==> config.mk <==
export PLATFORM = sky130hd
export DESIGN_NAME = qrm_back
export DESIGN_NICKNAME = d
export VERILOG_FILES = /design/src/sv/qrm_pkg.sv /design/src/sv/qrm_back.sv
export SDC_FILE = /design/constraint.sdc
export NUM_CORES = 1
export LEC_CHECK = 0
export BUFFER_PORTS_ARGS = -buffer_cell sky130_fd_sc_hd__buf_2
export CORE_ASPECT_RATIO = 0.9
export CORE_MARGIN = 1.5
export CORE_UTILIZATION = 35
export DETAILED_ROUTE_END_ITERATION = 10
export GPL_ROUTABILITY_DRIVEN = 0
export PLACE_DENSITY_LB_ADDON = 0.08
export SLEW_MARGIN = 30
export SYNTH_ARGS = -nofsm -noshare
export SYNTH_HDL_FRONTEND = slang
export SYNTH_SLANG_ARGS = --single-unit
==> constraint.sdc <==
create_clock -name clk -period 5.2 [get_ports clk]
set_input_delay 0.78 -clock clk [delete_from_list [all_inputs] [get_ports clk]]
set_output_delay 0.78 -clock clk [all_outputs]
set_load 0.01 [all_outputs]
==> src/sv/qrm_pkg.sv <==
// Package for the quaternion to rotation matrix unit.
// Request and result payload types and fixed widths; no dependencies.
`default_nettype none
package qrm_pkg;

  // Matrix elements per request, row-major
  localparam int NUM_LANES = 9;
  // Sum of four squared Q2.14 values: up to 2^32, unsigned
  localparam int NORM_W    = 33;
  // Signed numerator width, |num| <= 2^32
  localparam int NUM_W     = 34;
  // Product of two 16-bit signed values
  localparam int PROD_W    = 32;

  typedef struct packed {
    logic signed [15:0] quat_w;
    logic signed [15:0] quat_x;
    logic signed [15:0] quat_y;
    logic signed [15:0] quat_z;
  } quat_t;

  typedef struct packed {
    logic signed [15:0] m00;
    logic signed [15:0] m01;
    logic signed [15:0] m02;
    logic signed [15:0] m10;
    logic signed [15:0] m11;
    logic signed [15:0] m12;
    logic signed [15:0] m20;
    logic signed [15:0] m21;
    logic signed [15:0] m22;
    logic               zero_error;
  } mat_t;

endpackage
`default_nettype wire

==> src/sv/qrm_back.sv <==
// Output stage: applies sign, saturates to 16 bits, substitutes identity.
// Depends on qrm_pkg.
`default_nettype none
module qrm_back import qrm_pkg::*; #(
  parameter int FRAC_BITS = 14,
  parameter int QB        = FRAC_BITS + 2
) (
  input  wire logic                          clk,
  input  wire logic                          en,
  input  wire logic [NUM_LANES-1:0][QB-1:0]  q_i,
  input  wire logic [NUM_LANES-1:0]          neg_i,
  input  wire logic                          zero_i,
  output mat_t                               m_r
);

  localparam int EW = QB + 17;
  localparam logic [15:0] ONE = (FRAC_BITS >= 15) ? 16'h7fff : 16'(1 << FRAC_BITS);

  logic [NUM_LANES-1:0][15:0] el;
  logic [EW-1:0]              qe;
  mat_t                       m_nxt;

  // signed saturation of each quotient, or the identity for a zero quaternion
  always_comb begin
    qe = '0;
    for (int k = 0; k < NUM_LANES; k++) begin
      qe = EW'(q_i[k]);
      if (!neg_i[k]) begin
        el[k] = (qe > EW'(32767)) ? 16'h7fff : 16'(qe);
      end else begin
        el[k] = (qe > EW'(32768)) ? 16'h8000 : 16'(-qe);
      end
    end
    if (zero_i) begin
      m_nxt = '{m00: ONE, m01: '0, m02: '0, m10: '0, m11: ONE, m12: '0,
                m20: '0, m21: '0, m22: ONE, zero_error: 1'b1};
    end else begin
      m_nxt = '{m00: el[0], m01: el[1], m02: el[2], m10: el[3], m11: el[4],
                m12: el[5], m20: el[6], m21: el[7], m22: el[8], zero_error: 1'b0};
    end
  end

  always_ff @(posedge clk) begin
    if (en) begin
      m_r <= m_nxt;
    end
  end

endmodule
`default_nettype wire

== Word-level counts from Yosys, hierarchy flattened ==
Cells that the tools add are included.

* Magnitude comparators: 18
* Add/subtract/negate cells: 9
* Muxes and demuxes: 28

{| class="wikitable"
|+ Operators with widths
! cell !! count
|-
| 16-bit two-way mux || 27
|-
| 16-bit by 15-bit > comparator with 1-bit output (second input constant) || 9
|-
| 16-bit > comparator (second input constant) || 9
|-
| 16-bit negation || 9
|-
| 1-bit two-way mux || 1
|}

* Bits of input ports: 156
* Bits in registers: 145
* Output and inout bits: 145
* Logic and storage cells: 65

== Logic depth before layout (Yosys ltp) ==
Gate-level depths: netlist (run 1).

* Depth in word-level cells: 3
* Mapped depth: 9
* Gate-level depth less buffers: 6

== Worst setup path before layout (run 1) ==
No wires, ideal clock.

* Kind: input -> register
* Start point: input q_i[32] in the netlist's numbering
* End point: register m_r[107] in the netlist's numbering (data pin)
* Arrival: 2.546 ns
* Required time: 4.930 ns
* Path buffers: 3
* Slack: 2.384 ns
* Library setup time: 0.270 ns
* Cell stages on the path: 9
* Path through: clkbuf_1 -> inv_1 -> ha_1 -> clkbuf_1 -> or3b_2 -> clkbuf_1 -> or4_1 -> o211ai_1 -> a31oi_1

* Word-level cells in the longest chain between the ends: 3
* Elaborated cells between the ends (all ways): 6
* Those cells by class: add/sub: 1; order compare: 2; mux: 3

{| class="wikitable"
|+ Ends and longest elaborated chain
! element !! line !! source
|-
| start: declaration || qrm_back.sv:10 || <nowiki>input wire logic [NUM_LANES-1:0][QB-1:0] q_i,</nowiki>
|-
| 16-bit negation (tied with other cells) || qrm_back.sv:31 || <nowiki>el[k] = (qe > EW'(32768)) ? 16'h8000 : 16'(-qe);</nowiki>
|-
| 16-bit two-way mux (on tied branches) || qrm_back.sv:31, qrm_back.sv:29 ||
|-
| 16-bit two-way mux * || qrm_back.sv:28 || <nowiki>if (!neg_i[k]) begin</nowiki>
|-
| end signal: assignment || qrm_back.sv:45 || <nowiki>m_r <= m_nxt;</nowiki>
|-
| end: declaration || qrm_back.sv:13 || <nowiki>output mat_t m_r</nowiki>
|}

Every way passes the cells marked *; elsewhere a longest branch is shown, timed or not.
A chain may end at the register's enable or synchronous reset.

== Final worst setup path (run 1) ==
* Start point: input q_i[65] in the netlist's numbering
* End point: register m_r[74] in the netlist's numbering (data pin)

Same word-level chain as after synthesis.

==> flow_metrics.tcl, run 1 <==
set metrics [dict create \
    power.switching_uw 930.7 \
    grt_antenna_before_repair 6 \
    detail_route.wl_per_cell_um 18.04 \
    synthSimpleGateAreaFrac 0.2339 \
    crit_path_max_incr_delay_ps 710 \
    routed-via-count 9773 \
    start_util 0.3587 \
    timing.fmax_ghz 0.3630 \
    chipHeight_um 161.3 \
    synth_top_family_by_area "compound AO/OA/AOI/OAI gates" \
    swShare 0.2768 \
    overall_global_routing_resource_usage 0.2070 \
    dp_hpwl_um 21510 \
    power.share.combinational 0.184 \
    ys_warn_count 0 \
    global_route_wire_length_before_repair_um 47510 \
    holdBufCountCts 0 \
    post_route_cells_drive_above_1_share 0.2805 \
    headroom_to_the_max_slew_limit 0.3506 \
    initial_detailed_routing_violation_count 897 \
    cts_num_sinks 145 \
    dieWidth_um 178.9 \
    post_synth_xor_area_fraction 0.0008986 \
    finalCritPeriodShare 0.5297 \
    max-cap-violations 0 \
    critical_path.slowest_cell "sky130_fd_sc_hd__or4b_2" \
    via_count_of_the_first_global_routing_pass 8927 \
    detail_route.vias_per_cell 5.824 \
    biggestRegsByFlops "m_r: 145 flops" \
    netlist_area_mm2 0.009747 \
    floorplan.io_pins 301 \
    area_of_the_die_mm2 0.02886 \
    crit_path_end_kind "flip-flop" \
    power.internal_uw 2432 \
    worstPathCellList "buf_2 -> inv_1 -> ha_1 -> or4b_2 -> o41ai_4 -> o21ai_2 -> nor4_1" \
    synth-adder-area-share 0.01155 \
    post_cts_resize_count 0 \
    irDropWorstVdd_v 0.0002036 \
    final_antenna_net_count 0 \
    final-setup-viol-count 0 \
    crit_path_max_fanout 9 \
    ys_ff_latch 145 \
    area_growth_pct 24.22 \
    synthCells 1054 \
    hold_path_class "input port to flip-flop" \
    setup-tns-final_ps 0 \
    place.detailed.instances 1643 \
    static-leakage-power_uw 0.004503 \
    grt_setup_unrepaired "false" \
    worst_slew_pin_slew_ps 965.2 \
    fin_max_slew_vios 0 \
    yosysUniqueCellTypes 76 \
    nNetsFinal 1473 \
    synthesis.nets 1219 \
    largest_register "m_r" \
    cts_root_buffer_type "sky130_fd_sc_hd__clkbuf_16" \
    result_of_the_run "finished clean" \
    grt-ovfl-total 0 \
    p_clk_frac 0.390 \
    placeable_core_region_mm2 0.02717 \
    post_synth.cell_area_avg_um2 9.247 \
    timing.critical_path.required_ps 5410 \
    setup_crit_path_kind "input port to flip-flop" \
    arrival_time_of_data_at_the_critical_path_endpoint_ps 2970 \
    crit_start "q_i[65]" \
    worst_setup_path_endpoint "m_r[74]$_SDFFCE_PP0P_" \
    largest_register_ff_count 145 \
    finish.cell_count_without_fillers 1678 \
    setup.worst_path.start_class "input port" \
    fp-row-count 57 \
    detail_route.drc_violations 0 \
    async_set_or_reset_register_ratio_after_synthesis 0 \
    finalHoldViolations 0 \
    cts_setup_buffers 0 \
    synth_mux_area_frac 0.007189 \
    tritoncts.num_buffers 17 \
    path_clk_slew_ps 70 \
    grt_max_degree 69 \
    seq_power_share 0.426 \
    drt-total-wl_um 30280 \
    port-buffer-count 300 \
    htree_num_levels 4 \
    clock_tree_from_tritoncts "built" \
    seq_area_frac_synth 0.4467 \
    post_synth_edffs 145 \
    clock_path_buffers 2 \
    overall_power_after_layout_uw 3363 \
    synth-compound-area-share 0.2533 \
    power.density_mw_per_mm2 277.7 \
    drtPass1Iterations 6 \
    min_period_ps 2755 \
    synth_flop_cell "sky130_fd_sc_hd__edfxtp_1" \
]
## metrics by stage
| step | instance area [um^2] | util | hold slack [ps] | setup WS (ps) |
|---|---|---|---|---|
| 2_1_floorplan | 9747 | - | 878.9 | 2384 |
| 3_3_place_gp | 11480 | 0.4223 | 1144 | 2090 |
| 3_5_place_dp | 11480 | 0.4226 | 1147 | 2037 |
| 4_1_cts | 12100 | 0.4451 | 686.1 | 2478 |
| 5_1_grt | 12100 | 0.4454 | 701.8 | 2297 |
| 6_report | 12110 | 0.4456 | 710.7 | 2445 |
## cell usage in the layout, fill, tap and decap left out, types with 6 or more instances in the layout
master                      netlist  final
sky130_fd_sc_hd__edfxtp_1       145    145
sky130_fd_sc_hd__nand4_1         12     12
sky130_fd_sc_hd__a31o_2           7      7
sky130_fd_sc_hd__o211ai_1        15     15
sky130_fd_sc_hd__a311oi_1        27     27
sky130_fd_sc_hd__o21ai_0         60     60
sky130_fd_sc_hd__nor3b_1          8      8
sky130_fd_sc_hd__or2_2            9      9
sky130_fd_sc_hd__nand3_1         27     27
sky130_fd_sc_hd__nand2_1         55     55
sky130_fd_sc_hd__nand4b_1         8      8
sky130_fd_sc_hd__or3_1           17     17
sky130_fd_sc_hd__nor4b_1          6      6
sky130_fd_sc_hd__or4_1           18     18
sky130_fd_sc_hd__mux2i_1          7      7
sky130_fd_sc_hd__nor2_1          99     99
sky130_fd_sc_hd__o41ai_1          7      7
sky130_fd_sc_hd__a21o_1           6      6
sky130_fd_sc_hd__nor3_1          74     74
sky130_fd_sc_hd__a41oi_1         10     10
sky130_fd_sc_hd__o22ai_1         19     19
sky130_fd_sc_hd__clkbuf_16        0     17
sky130_fd_sc_hd__nand2b_1         7      7
sky130_fd_sc_hd__a31oi_1         36     35
sky130_fd_sc_hd__nand3b_1        12     12
sky130_fd_sc_hd__o31ai_1          6      6
sky130_fd_sc_hd__a211o_1          6      6
sky130_fd_sc_hd__and3_1           6      6
sky130_fd_sc_hd__buf_2            2    298
sky130_fd_sc_hd__a21oi_1         66     66
sky130_fd_sc_hd__nor2b_1          8      8
sky130_fd_sc_hd__buf_4            0      7
sky130_fd_sc_hd__a211oi_1        32     32
sky130_fd_sc_hd__nor4_1          33     33
sky130_fd_sc_hd__o311ai_0         8      8
sky130_fd_sc_hd__ha_1             9      9
sky130_fd_sc_hd__inv_1           47     47
## cell type report
cell class | instances | area (um^2)
Antenna cell | 5 | 12.51
Clock buffer | 18 | 429.2
Clock inverter | 12 | 183.9
Fill cell | 2716 | 15060
Inverter | 49 | 183.9
Multi-Input combinational cell | 789 | 4946
Sequential cell | 145 | 4354
Tap cell | 354 | 442.9
Timing Repair Buffer | 306 | 1555
## cell usage after synthesis, types with 8 or more instances
library cell,instances,share of area
sky130_fd_sc_hd__nor2b_1,8,0.0051
sky130_fd_sc_hd__edfxtp_1,145,0.45
sky130_fd_sc_hd__clkbuf_1,65,0.025
sky130_fd_sc_hd__nand2_1,55,0.021
sky130_fd_sc_hd__nor2_1,99,0.038
sky130_fd_sc_hd__nor3_1,74,0.038
sky130_fd_sc_hd__o22ai_1,19,0.012
sky130_fd_sc_hd__nor3b_1,8,0.0062
sky130_fd_sc_hd__or4_1,18,0.014
sky130_fd_sc_hd__ha_1,9,0.012
sky130_fd_sc_hd__inv_1,47,0.018
sky130_fd_sc_hd__a31oi_1,36,0.023
sky130_fd_sc_hd__nand4b_1,8,0.0072
sky130_fd_sc_hd__nor4_1,33,0.021
sky130_fd_sc_hd__o211ai_1,15,0.012
sky130_fd_sc_hd__a41oi_1,10,0.0090
sky130_fd_sc_hd__a311oi_1,27,0.024
sky130_fd_sc_hd__o311ai_0,8,0.0072
sky130_fd_sc_hd__o21ai_0,60,0.031
sky130_fd_sc_hd__or2_2,9,0.0058
sky130_fd_sc_hd__a211oi_1,32,0.025
sky130_fd_sc_hd__nand3_1,27,0.014
sky130_fd_sc_hd__or3_1,17,0.011
sky130_fd_sc_hd__nand3b_1,12,0.0092
sky130_fd_sc_hd__nand4_1,12,0.0077
sky130_fd_sc_hd__a21oi_1,66,0.034
## routing by layer
metal  share of wire  track usage
met1            0.45       0.2864
met2            0.44       0.3096
met3           0.085      0.05885
met4           0.018      0.06780
met5         0.00050            0
## worst min path at each step
stage | from | endpoint | slack [ps] | cells past startpoint
6_report | q_i[85] | m_r[54]$_SDFFCE_PP0P_ | 710 | 2
5_1_grt | q_i[55] | m_r[88]$_SDFFCE_PP0P_ | 700 | 2
4_1_cts | q_i[85] | m_r[54]$_SDFFCE_PP0P_ | 690 | 2
3_5_place_dp | q_i[55] | m_r[88]$_SDFFCE_PP0P_ | 1150 | 2
3_3_place_gp | q_i[55] | m_r[88]$_SDFFCE_PP0P_ | 1140 | 2
2_1_floorplan | zero_i | m_r[0]$_DFFE_PP_ | 880 | 0
## logic make-up (layout without fill, tap and decap cells)
logic type,after synthesis,in the layout
xor gates and xnor gates,1,1
adders and majority gates,9,9
and+or+nand+nor,421,421
buffers and inverters,120,385
other,0,5
DFF,145,145
muxes,7,7
AOI/OAI and AO/OA,351,351
## power by group through the flow
stage	sequential, uW	clock (uW)	combinational (uW)
detailed placement	1460	0	619
CTS	1430	1350	621
finish	1430	1310	619
floorplan	1510	0	258
global placement	1460	0	621
global route	1440	1400	689
## critical path: cells and delay by family
family,cells,cell delay (ps)
fa+ha+maj,1,220
compound gates,2,690
simple gates,2,1080
buf+inv,2,180
(Power assumes the default switching activity.)
==> run 2, diff against run 1 <==
==> constraint.sdc (replaced) <==
create_clock -name clk -period 2.55 [get_ports clk]
set_input_delay 0.3825 -clock clk [delete_from_list [all_inputs] [get_ports clk]]
set_output_delay 0.3825 -clock clk [all_outputs]
set_load 0.01 [all_outputs]
==> run 2 against run 1 <==
Compared with the run above:
- power grew 99%
- critical endpoint is now m_r[90]$_SDFFCE_PP0P_
- routed wire length grew 2.7%
- largest cell class unchanged
- highest routed layer unchanged
- sequential power grew 100%
- worst setup slack lost 2000 ps
- sequential cell count is the same
==> flow_metrics.tcl, run 2 (same netlist as run 1, synthesis figures left out) <==
set metrics [dict create \
    result_of_the_run "finished clean" \
    largest_register "m_r" \
    post_route_cells_drive_above_1_share 0.3010 \
    min_period_ps 2108 \
    holdBufCountCts 0 \
    setup-tns-final_ps 0 \
    dp_hpwl_um 22480 \
    detail_route.wl_per_cell_um 18.05 \
    path_clk_slew_ps 70 \
    final_antenna_net_count 0 \
    cts_setup_buffers 0 \
    dieWidth_um 178.9 \
    setup_crit_path_kind "input port to flip-flop" \
    floorplan.io_pins 301 \
    via_count_of_the_first_global_routing_pass 9183 \
    irDropWorstVdd_v 0.0003541 \
    final-setup-viol-count 0 \
    final_area_mm2 0.01238 \
    fin_max_slew_vios 0 \
    grt_max_degree 61 \
    start_util 0.3587 \
    nNetsFinal 1512 \
    global_route_wire_length_before_repair_um 48990 \
    arrival_time_of_data_at_the_critical_path_endpoint_ps 2350 \
    worst_slew_pin_slew_ps 691.4 \
    area_growth_pct 27.06 \
    placed_cell_area_mm2 0.01179 \
    grt-ovfl-total 0 \
    drtPass1Iterations 5 \
    finalHoldViolations 0 \
    timing.critical_path.required_ps 2790 \
    crit_path_end_kind "flip-flop" \
    fill_cells 2740 \
    drt-total-wl_um 31100 \
    detail_route.drc_violations 0 \
    final_common_cell "sky130_fd_sc_hd__buf_2" \
    headroom_to_the_max_slew_limit 0.5374 \
    chipHeight_um 161.3 \
    hold_path_class "input port to flip-flop" \
    biggestRegsByFlops "m_r: 145 flops" \
    static-leakage-power_uw 0.004685 \
    placeable_core_region_mm2 0.02717 \
    port-buffer-count 300 \
    layout.core_utilization 0.4558 \
    clock_path_buffers 2 \
    grt_setup_unrepaired "false" \
    htree_num_levels 4 \
    crit_path_max_fanout 9 \
    cts_root_buffer_type "sky130_fd_sc_hd__clkbuf_16" \
    tritoncts.num_buffers 17 \
    overall_global_routing_resource_usage 0.2141 \
    post_cts_resize_count 0 \
    grt_antenna_before_repair 12 \
    power.density_mw_per_mm2 540.3 \
    setup.worst_path.start_class "input port" \
    layout.cells.most_common_list "sky130_fd_sc_hd__buf_2 (298), sky130_fd_sc_hd__edfxtp_1 (145), sky130_fd_sc_hd__nor2_1 (99)" \
    area_of_the_die_mm2 0.02886 \
    cts_num_sinks 145 \
    detail_route.vias_per_cell 5.794 \
    timing.fmax_ghz 0.4745 \
    largest_register_ff_count 145 \
    max-cap-violations 0 \
    fp-row-count 57 \
    clock_tree_from_tritoncts "built" \
    initial_detailed_routing_violation_count 840 \
    finalCritPeriodShare 0.8265 \
    routed-via-count 9983 \
]
## run 2: area by class of cell
| class | instances | area (um^2) | share of cell area |
|---|---|---|---|
| Antenna cell | 10 | 25.02 | 0.002021 |
| Tap cell | 354 | 442.9 | 0.03576 |
| Sequential cell | 145 | 4354 | 0.3516 |
| Clock inverter | 14 | 140.1 | 0.01132 |
| Multi-Input combinational cell | 789 | 4940 | 0.3989 |
| Timing Repair Buffer | 345 | 1873 | 0.1512 |
| Clock buffer | 17 | 425.4 | 0.03435 |
| Inverter | 49 | 183.9 | 0.01485 |
## run 2: stage by stage
step                      power (uW)  worst slack, ps  hold WS, ps  instances
after detailed placement        4270            46.41        736.1       1682
after global routing            7036            249.0        286.5       1721
final                           6692            442.4        304.3       1723
after global placement          4266            80.71        733.2       1682
after floorplan                 3613            131.7        481.4       1054
after CTS                       6789            493.1        283.6       1713
## run 2: worst max-delay path, stage by stage
cell and delay, ps:
sky130_fd_sc_hd__buf_2 120, sky130_fd_sc_hd__inv_1 70, sky130_fd_sc_hd__ha_1 200, sky130_fd_sc_hd__or4b_1 500, sky130_fd_sc_hd__o41ai_2 430, sky130_fd_sc_hd__o21ai_1 290
sky130_fd_sc_hd__nor4_1 350
## run 2: layer usage
layer | track usage | part of all wire | vias to the layer above
met5 | 0 | 0.00074 | -
met4 | 0.08864 | 0.026 | 4
met3 | 0.06450 | 0.091 | 46
met2 | 0.3161 | 0.44 | 397
met1 | 0.2903 | 0.44 | 4684
li1 | - | - | 4852
## run 2: final timing paths
kind | start | end | slack, ps | depth (start not counted)
worst max-delay path | q_i[49] | m_r[90]$_SDFFCE_PP0P_ | 440 | 7
worst min-delay path | en | m_r[55]$_SDFFCE_PP0P_ | 300 | 1
## run 2: power breakdown
part | switching [uW] | total [uW] | leakage [uW] | internal [uW]
Clock | 1040 | 2470 | 0.000269 | 1430
Combinational | 821 | 1300 | 0.00302 | 481
Sequential | 51.5 | 2920 | 0.00140 | 2870
